File: config.mk
export PLATFORM = sky130hd
export DESIGN_NAME = bilinear_upscale_by_eight_top
export DESIGN_NICKNAME = d
export VERILOG_FILES = /design/src/rtl/core/ub8_pkg.sv /design/src/rtl/core/ub8_front.sv /design/src/rtl/core/ub8_rows.sv /design/src/rtl/core/bilinear_upscale_by_eight_top.sv
export SDC_FILE = /design/constraint.sdc
export NUM_CORES = 2
export LEC_CHECK = 0
export ABC_AREA = 1
export ABC_CLOCK_PERIOD_IN_PS = 7870
export BUFFER_PORTS_ARGS = -buffer_cell sky130_fd_sc_hd__buf_2
export CAP_MARGIN = 20
export CELL_PAD_IN_SITES_DETAIL_PLACEMENT = 0
export CELL_PAD_IN_SITES_GLOBAL_PLACEMENT = 1
export CORE_ASPECT_RATIO = 0.7
export CORE_MARGIN = 3
export CORE_UTILIZATION = 52
export DETAILED_ROUTE_END_ITERATION = 8
export PLACE_DENSITY = 0.91
export SLEW_MARGIN = 10
export SYNTH_ARGS = -nofsm -noshare
export SYNTH_HDL_FRONTEND = slang
export SYNTH_SLANG_ARGS = --single-unit
File: constraint.sdc
create_clock -name clk -period 7.87 [get_ports clk]
set_clock_uncertainty 0.05 [all_clocks]
set_input_delay 1.574 -clock clk [delete_from_list [all_inputs] [get_ports clk]]
set_output_delay 1.574 -clock clk [all_outputs]
set_load 0.01 [all_outputs]
File: src/rtl/core/ub8_pkg.sv
`timescale 1ns / 1ps
package ub8_pkg;

	localparam int CELL_SIZE      = 8;
	localparam int K_W            = $clog2(CELL_SIZE);
	localparam int MAX_GRID_WIDTH = 128;
	localparam int ROW_W          = 10;
	localparam int OFFSET_W       = 24;
	localparam int CFG_IDX_W      = 2;
	localparam int CFG_DATA_W     = 16;

	// register indexes on the configuration port
	localparam logic [CFG_IDX_W-1:0] CFG_GRID_WIDTH   = 2'd0;
	localparam logic [CFG_IDX_W-1:0] CFG_GRID_HEIGHT  = 2'd1;
	localparam logic [CFG_IDX_W-1:0] CFG_SCREEN_WIDTH = 2'd2;

	localparam logic [7:0]  GRID_WIDTH_RST   = 8'd40;
	localparam logic [10:0] GRID_HEIGHT_RST  = 11'd25;
	localparam logic [15:0] SCREEN_WIDTH_RST = 16'd320;

	localparam logic [10:0] MIN_GRID_HEIGHT = 11'd2;
	localparam logic [10:0] MAX_GRID_HEIGHT = 11'd1024;

	// corners and placement of one cell, handed from the front end to the row sequencer
	typedef struct packed {
		logic [7:0]          tl;
		logic [7:0]          tr;
		logic [7:0]          bl;
		logic [7:0]          br;
		logic [OFFSET_W-1:0] base_x;
		logic [ROW_W-1:0]    row_m1;
	} cell_load_t;

	// pixel l of a row: (left + l*step) >> 3, negative values clamp to 0, over 255 to 255
	function automatic logic [7:0] pixel_of(input logic signed [11:0] left,
			input logic signed [9:0] step, input logic [K_W-1:0] l);
		logic signed [14:0] v;
		logic [14:0]        sh;
		begin
			v = $signed({{3{left[11]}}, left})
				+ $signed({{5{step[9]}}, step}) * $signed({{(15-K_W){1'b0}}, l});
			sh = 15'(v) >> 3;
			if (v < 0) begin
				pixel_of = 8'd0;
			end else if (sh > 15'd255) begin
				pixel_of = 8'd255;
			end else begin
				pixel_of = sh[7:0];
			end
		end
	endfunction

endpackage

File: src/rtl/core/ub8_front.sv
`timescale 1ns / 1ps
module ub8_front #(
	parameter int MAX_GRID_WIDTH = ub8_pkg::MAX_GRID_WIDTH
) (
	input  logic                 clk,
	input  logic                 arst_n,
	input  logic                 in_valid,
	output logic                 in_stall,
	input  logic [7:0]           sample,
	input  logic [7:0]           grid_width,
	input  logic [10:0]          grid_height,
	output logic                 load_valid,
	input  logic                 load_ready,
	output ub8_pkg::cell_load_t  load
);

	localparam int COL_W = $clog2(MAX_GRID_WIDTH);

	logic [7:0]                  line_mem [MAX_GRID_WIDTH];
	logic [7:0]                  top_rd_s1;
	logic [7:0]                  sample_s1;
	logic [COL_W-1:0]            col_s1;
	logic [ub8_pkg::ROW_W-1:0]   row_s1;
	logic                        valid_s1;

	logic [7:0]                  ul_hold_q;
	logic [7:0]                  ll_hold_q;
	logic [COL_W-1:0]            col_q;
	logic [ub8_pkg::ROW_W-1:0]   row_q;

	logic                        in_acc;
	logic                        emit;
	logic                        adv;
	logic [31:0]                 width_c;
	logic [10:0]                 height_c;
	logic                        col_last;
	logic                        row_last;

	assign in_acc = in_valid && !in_stall;
	assign emit   = (col_s1 != '0) && (row_s1 != '0);
	assign adv    = valid_s1 && (!emit || load_ready);
	assign in_stall   = valid_s1 && !adv;
	assign load_valid = valid_s1 && emit;

	always_comb begin
		load.tl     = ul_hold_q;
		load.tr     = top_rd_s1;
		load.bl     = ll_hold_q;
		load.br     = sample_s1;
		load.base_x = ub8_pkg::OFFSET_W'({col_s1 - COL_W'(1), 3'b000});
		load.row_m1 = row_s1 - ub8_pkg::ROW_W'(1);
	end

	// clamp the frame geometry
	always_comb begin
		if (grid_width < 8'd2) begin
			width_c = 32'd2;
		end else if (32'(grid_width) > 32'(MAX_GRID_WIDTH)) begin
			width_c = 32'(MAX_GRID_WIDTH);
		end else begin
			width_c = 32'(grid_width);
		end
		if (grid_height < ub8_pkg::MIN_GRID_HEIGHT) begin
			height_c = ub8_pkg::MIN_GRID_HEIGHT;
		end else if (grid_height > ub8_pkg::MAX_GRID_HEIGHT) begin
			height_c = ub8_pkg::MAX_GRID_HEIGHT;
		end else begin
			height_c = grid_height;
		end
	end

	assign col_last = 32'(col_q) >= (width_c - 32'd1);
	assign row_last = {1'b0, row_q} >= (height_c - 11'd1);

	// line store: read the old entry and overwrite it in the same cycle
	always_ff @(posedge clk) begin
		if (in_acc) begin
			top_rd_s1 <= line_mem[col_q];
			line_mem[col_q] <= sample;
			sample_s1 <= sample;
			col_s1 <= col_q;
			row_s1 <= row_q;
		end
	end

	always_ff @(posedge clk or negedge arst_n) begin
		if (!arst_n) begin
			valid_s1  <= 1'b0;
			ul_hold_q <= '0;
			ll_hold_q <= '0;
			col_q     <= '0;
			row_q     <= '0;
		end else begin
			if (in_acc) begin
				valid_s1 <= 1'b1;
			end else if (adv) begin
				valid_s1 <= 1'b0;
			end
			if (adv) begin
				ul_hold_q <= top_rd_s1;
				ll_hold_q <= sample_s1;
			end
			if (in_acc) begin
				if (col_last) begin
					col_q <= '0;
					row_q <= row_last ? '0 : row_q + ub8_pkg::ROW_W'(1);
				end else begin
					col_q <= col_q + COL_W'(1);
				end
			end
		end
	end

endmodule

File: src/rtl/core/ub8_rows.sv
`timescale 1ns / 1ps
module ub8_rows (
	input  logic                          clk,
	input  logic                          arst_n,
	input  logic [15:0]                   screen_width,
	input  logic                          load_valid,
	output logic                          load_ready,
	input  ub8_pkg::cell_load_t           load,
	output logic                          out_valid,
	input  logic                          out_stall,
	output logic [7:0]                    pix [ub8_pkg::CELL_SIZE],
	output logic [ub8_pkg::OFFSET_W-1:0]  screen_offset,
	output logic                          last_row
);

	localparam logic [ub8_pkg::K_W-1:0] LAST_K = ub8_pkg::K_W'(ub8_pkg::CELL_SIZE - 1);

	logic                            busy_s2;
	logic [ub8_pkg::K_W-1:0]         k_s2;
	logic signed [11:0]              left_s2;
	logic signed [11:0]              right_s2;
	logic signed [8:0]               dl_s2;
	logic signed [8:0]               dr_s2;
	logic [ub8_pkg::OFFSET_W-1:0]    off_s2;

	logic                            valid_s3;
	logic [7:0]                      pix_s3 [ub8_pkg::CELL_SIZE];
	logic [ub8_pkg::OFFSET_W-1:0]    off_s3;
	logic                            last_s3;

	logic                            out_free;
	logic                            row_adv;
	logic                            load_acc;
	logic [25:0]                     prod;
	logic [ub8_pkg::OFFSET_W-1:0]    off0;
	logic signed [12:0]              diff;
	logic signed [9:0]               step;

	assign out_free   = !valid_s3 || !out_stall;
	assign row_adv    = busy_s2 && out_free;
	assign load_ready = !busy_s2 || (row_adv && (k_s2 == LAST_K));
	assign load_acc   = load_valid && load_ready;

	// offset of the first row of the cell, modulo 2^24
	assign prod = 26'(load.row_m1) * 26'(screen_width);
	assign off0 = ub8_pkg::OFFSET_W'({prod, 3'b000}) + load.base_x;

	assign diff = 13'(right_s2) - 13'(left_s2);
	assign step = 10'(diff >>> 3);

	always_ff @(posedge clk) begin
		if (load_acc) begin
			left_s2  <= $signed({1'b0, load.tl, 3'b000});
			right_s2 <= $signed({1'b0, load.tr, 3'b000});
			dl_s2    <= $signed({1'b0, load.bl}) - $signed({1'b0, load.tl});
			dr_s2    <= $signed({1'b0, load.br}) - $signed({1'b0, load.tr});
			off_s2   <= off0;
		end else if (row_adv) begin
			left_s2  <= left_s2 + 12'(dl_s2);
			right_s2 <= right_s2 + 12'(dr_s2);
			off_s2   <= off_s2 + ub8_pkg::OFFSET_W'(screen_width);
		end
		if (row_adv) begin
			for (int l = 0; l < ub8_pkg::CELL_SIZE; l++) begin
				pix_s3[l] <= ub8_pkg::pixel_of(left_s2, step, ub8_pkg::K_W'(l));
			end
			off_s3  <= off_s2;
			last_s3 <= (k_s2 == LAST_K);
		end
	end

	always_ff @(posedge clk or negedge arst_n) begin
		if (!arst_n) begin
			busy_s2  <= 1'b0;
			k_s2     <= '0;
			valid_s3 <= 1'b0;
		end else begin
			if (load_acc) begin
				busy_s2 <= 1'b1;
				k_s2    <= '0;
			end else if (row_adv) begin
				k_s2 <= k_s2 + ub8_pkg::K_W'(1);
				if (k_s2 == LAST_K) begin
					busy_s2 <= 1'b0;
				end
			end
			if (row_adv) begin
				valid_s3 <= 1'b1;
			end else if (!out_stall) begin
				valid_s3 <= 1'b0;
			end
		end
	end

	assign out_valid     = valid_s3;
	assign pix           = pix_s3;
	assign screen_offset = off_s3;
	assign last_row      = last_s3;

endmodule

File: src/rtl/core/bilinear_upscale_by_eight_top.sv
`timescale 1ns / 1ps
// path: front-end register, then row sequencer, then output register
// rows: one row per cycle from the row sequencer while the output is not stalled;
// the next cell loads with the last row; samples in grid row or column 0 make no cell
// reset: handshake, counters and corner holds cleared, registers to 40 / 25 / 320;
// the line store is not cleared and is filled by the first grid row of a frame
module bilinear_upscale_by_eight_top #(
	parameter int MAX_GRID_WIDTH = ub8_pkg::MAX_GRID_WIDTH
) (
	input  logic                                  clk,
	input  logic                                  arst_n,
	input  logic                                  cfg_we,
	input  logic [ub8_pkg::CFG_IDX_W-1:0]         cfg_index,
	input  logic [ub8_pkg::CFG_DATA_W-1:0]        cfg_data,
	input  logic                                  in_valid,
	output logic                                  in_stall,
	input  logic [7:0]                            sample,
	output logic                                  out_valid,
	input  logic                                  out_stall,
	output logic [7:0]                            pixel_0,
	output logic [7:0]                            pixel_1,
	output logic [7:0]                            pixel_2,
	output logic [7:0]                            pixel_3,
	output logic [7:0]                            pixel_4,
	output logic [7:0]                            pixel_5,
	output logic [7:0]                            pixel_6,
	output logic [7:0]                            pixel_7,
	output logic [ub8_pkg::OFFSET_W-1:0]          screen_offset,
	output logic                                  last_row
);

	logic [7:0]           grid_width_q;
	logic [10:0]          grid_height_q;
	logic [15:0]          screen_width_q;
	logic                 load_valid;
	logic                 load_ready;
	ub8_pkg::cell_load_t  load;
	logic [7:0]           pix [ub8_pkg::CELL_SIZE];

	always_ff @(posedge clk or negedge arst_n) begin
		if (!arst_n) begin
			grid_width_q   <= ub8_pkg::GRID_WIDTH_RST;
			grid_height_q  <= ub8_pkg::GRID_HEIGHT_RST;
			screen_width_q <= ub8_pkg::SCREEN_WIDTH_RST;
		end else if (cfg_we) begin
			unique case (cfg_index)
				ub8_pkg::CFG_GRID_WIDTH:   grid_width_q   <= cfg_data[7:0];
				ub8_pkg::CFG_GRID_HEIGHT:  grid_height_q  <= cfg_data[10:0];
				ub8_pkg::CFG_SCREEN_WIDTH: screen_width_q <= cfg_data;
				default: ;
			endcase
		end
	end

	ub8_front #(
		.MAX_GRID_WIDTH(MAX_GRID_WIDTH)
	) u_front (
		.clk         (clk),
		.arst_n      (arst_n),
		.in_valid    (in_valid),
		.in_stall    (in_stall),
		.sample      (sample),
		.grid_width  (grid_width_q),
		.grid_height (grid_height_q),
		.load_valid  (load_valid),
		.load_ready  (load_ready),
		.load        (load)
	);

	ub8_rows u_rows (
		.clk           (clk),
		.arst_n        (arst_n),
		.screen_width  (screen_width_q),
		.load_valid    (load_valid),
		.load_ready    (load_ready),
		.load          (load),
		.out_valid     (out_valid),
		.out_stall     (out_stall),
		.pix           (pix),
		.screen_offset (screen_offset),
		.last_row      (last_row)
	);

	assign pixel_0 = pix[0];
	assign pixel_1 = pix[1];
	assign pixel_2 = pix[2];
	assign pixel_3 = pix[3];
	assign pixel_4 = pix[4];
	assign pixel_5 = pix[5];
	assign pixel_6 = pix[6];
	assign pixel_7 = pix[7];

endmodule

==> impl_metrics.yaml <==
cts:
  clockBufferDepth: 3
  clk-insertion-delay-late_ns: 0.75
  cts_tree: "yes"
  htree_levels: 3
  post-cts-setup-buffer-count: 0
  cts_buffers: 117
  clockRootBuffer: "clkbuf_16"
  clk_pin_slew_ns: 0.07
  cts_sinks: 1286
sta:
  slew-limit-headroom_pct: 18.3
  max_freq_mhz: 137
  fin_crit_sh_pct: 92.6
  rsz0062_at_grt: "no"
  worstMarginPinSlew_ns: 1.22
  finalSetupTns_ns: 0
  hold_viol_final: 0
  setup_violations: 0
  period_needed_ns: 7.29
  drv_slew: 0
worst_setup_path:
  critical_path_depth: 30
  r2r_start: "u_front.row_s1[0]"
  r2r-end: "u_rows.off_s2[21]"
  worstSetupStartpoint: "u_front.row_s1[0]"
  r2r_setup_slack_ns: 0.58
  critical_path_arrival_ns: 7.69
  path_buf_inv: 5
  critPathMaxStageDelay_ns: 0.57
  end_kind: "register"
  startpoint_type: "register"
  crit_slowest_cell: "fa_1"
  cp_common_cell: "nand2_1"
  required_ns: 8.27
  cp_max_fo: 11
  crit_type: "reg -> reg"
  r2r_cells: 30
  critPathCapture: "u_rows.off_s2[21]"
  critical-path-top-delay-family: "adder cells"
placement:
  finalWeightedCongestion: 0.932
  dp_hpwl_um: 112000
  io_buffers: 121
  dpl_cell_area_um2: 65100
global_route:
  antenna_found_initial: 3
  grt_max_degree: 122
  grt_pass1_vias: 41500
  overflow: 0
  grt_usage_pct: 26.6
  grt_pass1_wl_um: 253000
yosys:
  synth-compound-area-share_pct: 8.77
  synth_mux_area_share_pct: 0.124
  synth-edff-count: 1204
  synth_cell_types: 63
  syn_area_per_cell_um2: 11.3
  synthCells: 5540
  syn_nets: 5957
  ys.flop_type: "edfxtp_1"
  yosysTopAreaCellShare_pct: 57.6
  synth_adder_area_share_pct: 9.40
  synthTopCellsByArea: "edfxtp_1 58%, nand2_1 7.4%, ha_1 4.9%, fa_1 4.5%, inv_1 3.8%"
  syn_area_um2: 62700
  synth-simple-area-share_pct: 13.8
  ys_warn_count: 0
  synth_top_area_cell: "edfxtp_1"
  synthXorXnorAreaFrac_pct: 1.94
  async_flop_share_pct: 5.75
  synth_top_family_by_area: "simple AND/OR/NAND/NOR gates"
  ys_ff_latch: 1286
  synth.yosys.seq_area_share_pct: 60.8
detailed_routing:
  vias_per_cell: 5.86
  drc: 0
  drt-initial-drc-count: 5762
  dr_total_vias: 43300
  dr.pass1.iters: 8
  ant_nets: 0
  wl_um: 169000
  avgRoutedWirePerCell_um: 22.9
finish:
  num-fill-cells: 9568
  layout.nets: 6101
  finalInstanceArea_um2: 69100
  seq_area_um2: 38200
  drive_gt1_share_pct: 7.67
  syn_to_final_growth_pct: 10.2
  multiInputGateArea_um2: 21400
floorplan:
  dieArea_um2: 125000
  fp-row-count: 105
  start_util_pct: 53.0
  die_w_um: 421
  core_um2: 119000
  die_height_um: 297
  io_pins: 122
status:
  run_status: "finished, final reports clean"
min_path:
  hp-class: "reg -> reg"
run:
  drv_cap: 0
## synthesized netlist by cell type (all sizes together), types with 11 or more instances
| cell type | count |
|---|---|
| dfrtp | 67 |
| nor3 | 34 |
| a21o | 12 |
| nand3b | 11 |
| a31oi | 13 |
| a22oi | 154 |
| a221oi | 96 |
| buf | 101 |
| edfxtp | 1204 |
| xor2 | 83 |
| o21bai | 22 |
| a22o | 48 |
| and3 | 20 |
| clkbuf | 57 |
| o21ai | 192 |
| fa | 142 |
| ha | 244 |
| inv | 641 |
| a21oi | 241 |
| o22ai | 14 |
| xnor2 | 55 |
| nand4 | 136 |
| nand2 | 1249 |
| or2 | 14 |
| nand3 | 171 |
| nor2 | 425 |
## final cells by class
cell class	instances	area share, %
repair buffers	183	1.70
multi-input cells	3452	30.9
well taps	1605	2.91
clock buffers	137	4.45
inverters	644	3.53
diodes	1	0.00362
flip-flops and latches	1286	55.2
clock inverters	85	1.27
## worst register-to-register path, delay by kind of cell (launching register included)
| family | cells | cell delay [ns] |
|---|---|---|
| compound gates | 1 | 0.11 |
| buf+inv | 5 | 0.72 |
| flops | 1 | 0.52 |
| simple gates | 17 | 2.21 |
| fa+ha+maj | 7 | 3.37 |
## placed cells by master, fill, tap and decap left out, types with 7 or more instances in the layout
master      count
nand2_1      1244
edfxtp_1     1204
inv_1         628
nor2_1        415
ha_1          244
a21oi_1       241
o21ai_0       185
nand3_1       161
a22oi_1       154
fa_1          142
nand4_1       136
clkbuf_16     118
buf_2         112
a221oi_1       90
xor2_1         82
dfrtp_1        67
buf_4          64
xnor2_1        55
a22o_1         48
nor3_1         33
clkinv_1       28
clkinv_2       27
o21bai_1       22
and3_1         20
or2_2          14
o22ai_1        14
clkbuf_1       14
a31oi_1        13
bufinv_16      13
a21o_1         12
nand3b_1       11
clkinvlp_4     10
a211oi_1       10
inv_4           8
o2111ai_1       8
dfxtp_1         8
nor2_2          7
nand3_2         7
o211ai_1        7
dfstp_2         7
## flip-flops by register name, summed over array words and instances (netlist names), 3 cells and up
name	cells
u_rows.dr_s2	9
u_front.sample_s1	8
u_rows.pix	64
u_rows.right_s2	12
u_front.col_s1	7
u_rows.screen_offset	24
u_rows.dl_s2	9
grid_height_q	11
screen_width_q	16
u_front.top_rd_s1	8
grid_width_q	8
u_rows.left_s2	12
u_front.ul_hold_q	8
u_front.row_s1	10
u_front.ll_hold_q	8
u_rows.off_s2	24
u_front.row_q	10
u_front.col_q	7
u_front.line_mem	1024
u_rows.k_s2	3
## cell families after synthesis
| group | count (synthesis) |
|---|---|
| xor+xnor | 138 |
| buf+inv | 802 |
| simple gates | 2074 |
| fa+ha+maj | 386 |
| mux | 7 |
| compound gates | 847 |
| flops | 1286 |
## routing by layer
layer	share of wire, %	track usage (%)	up-vias
li1	-	-	19700
met4	2.4	6.56	4
met5	0.016	0	-
met3	12	6.69	297
met2	43	39.0	2335
met1	43	40.0	21000
## worst min-delay path by stage
stage | start | endpoint | slack, ns | cells past startpoint
2_1_floorplan | u_rows.off_s2[22] | u_rows.screen_offset[22] | 0.38 | 0
3_3_place_gp | u_rows.off_s2[4] | u_rows.screen_offset[4] | 0.39 | 0
3_5_place_dp | u_rows.off_s2[6] | u_rows.screen_offset[6] | 0.40 | 0
4_1_cts | u_rows.off_s2[4] | u_rows.screen_offset[4] | 0.41 | 0
5_1_grt | u_rows.off_s2[4] | u_rows.screen_offset[4] | 0.42 | 0
6_report | u_rows.off_s2[4] | u_rows.screen_offset[4] | 0.42 | 0
## per-stage QoR
step / instances / hold WS (ns) / setup slack (ns) / utilization (%)
after detailed placement: 7168 / 0.400 / 0.541 / 55.0
after floorplan: 5540 / 0.376 / 1.26 / -
after global placement: 7168 / 0.394 / 0.642 / 55.0
final: 7393 / 0.416 / 0.581 / 58.3
after CTS: 7390 / 0.411 / 0.491 / 58.3
after global routing: 7392 / 0.419 / 0.0520 / 58.3
## what timing repair did
item | CTS | global route
gates resized for setup | 0 | 1
hold buffers | 0 | 0
endpoints found under the setup margin | 0 | 4
Power is not shown: default switching activity piles up to over one toggle a cycle in this logic, so the estimate is an artifact.
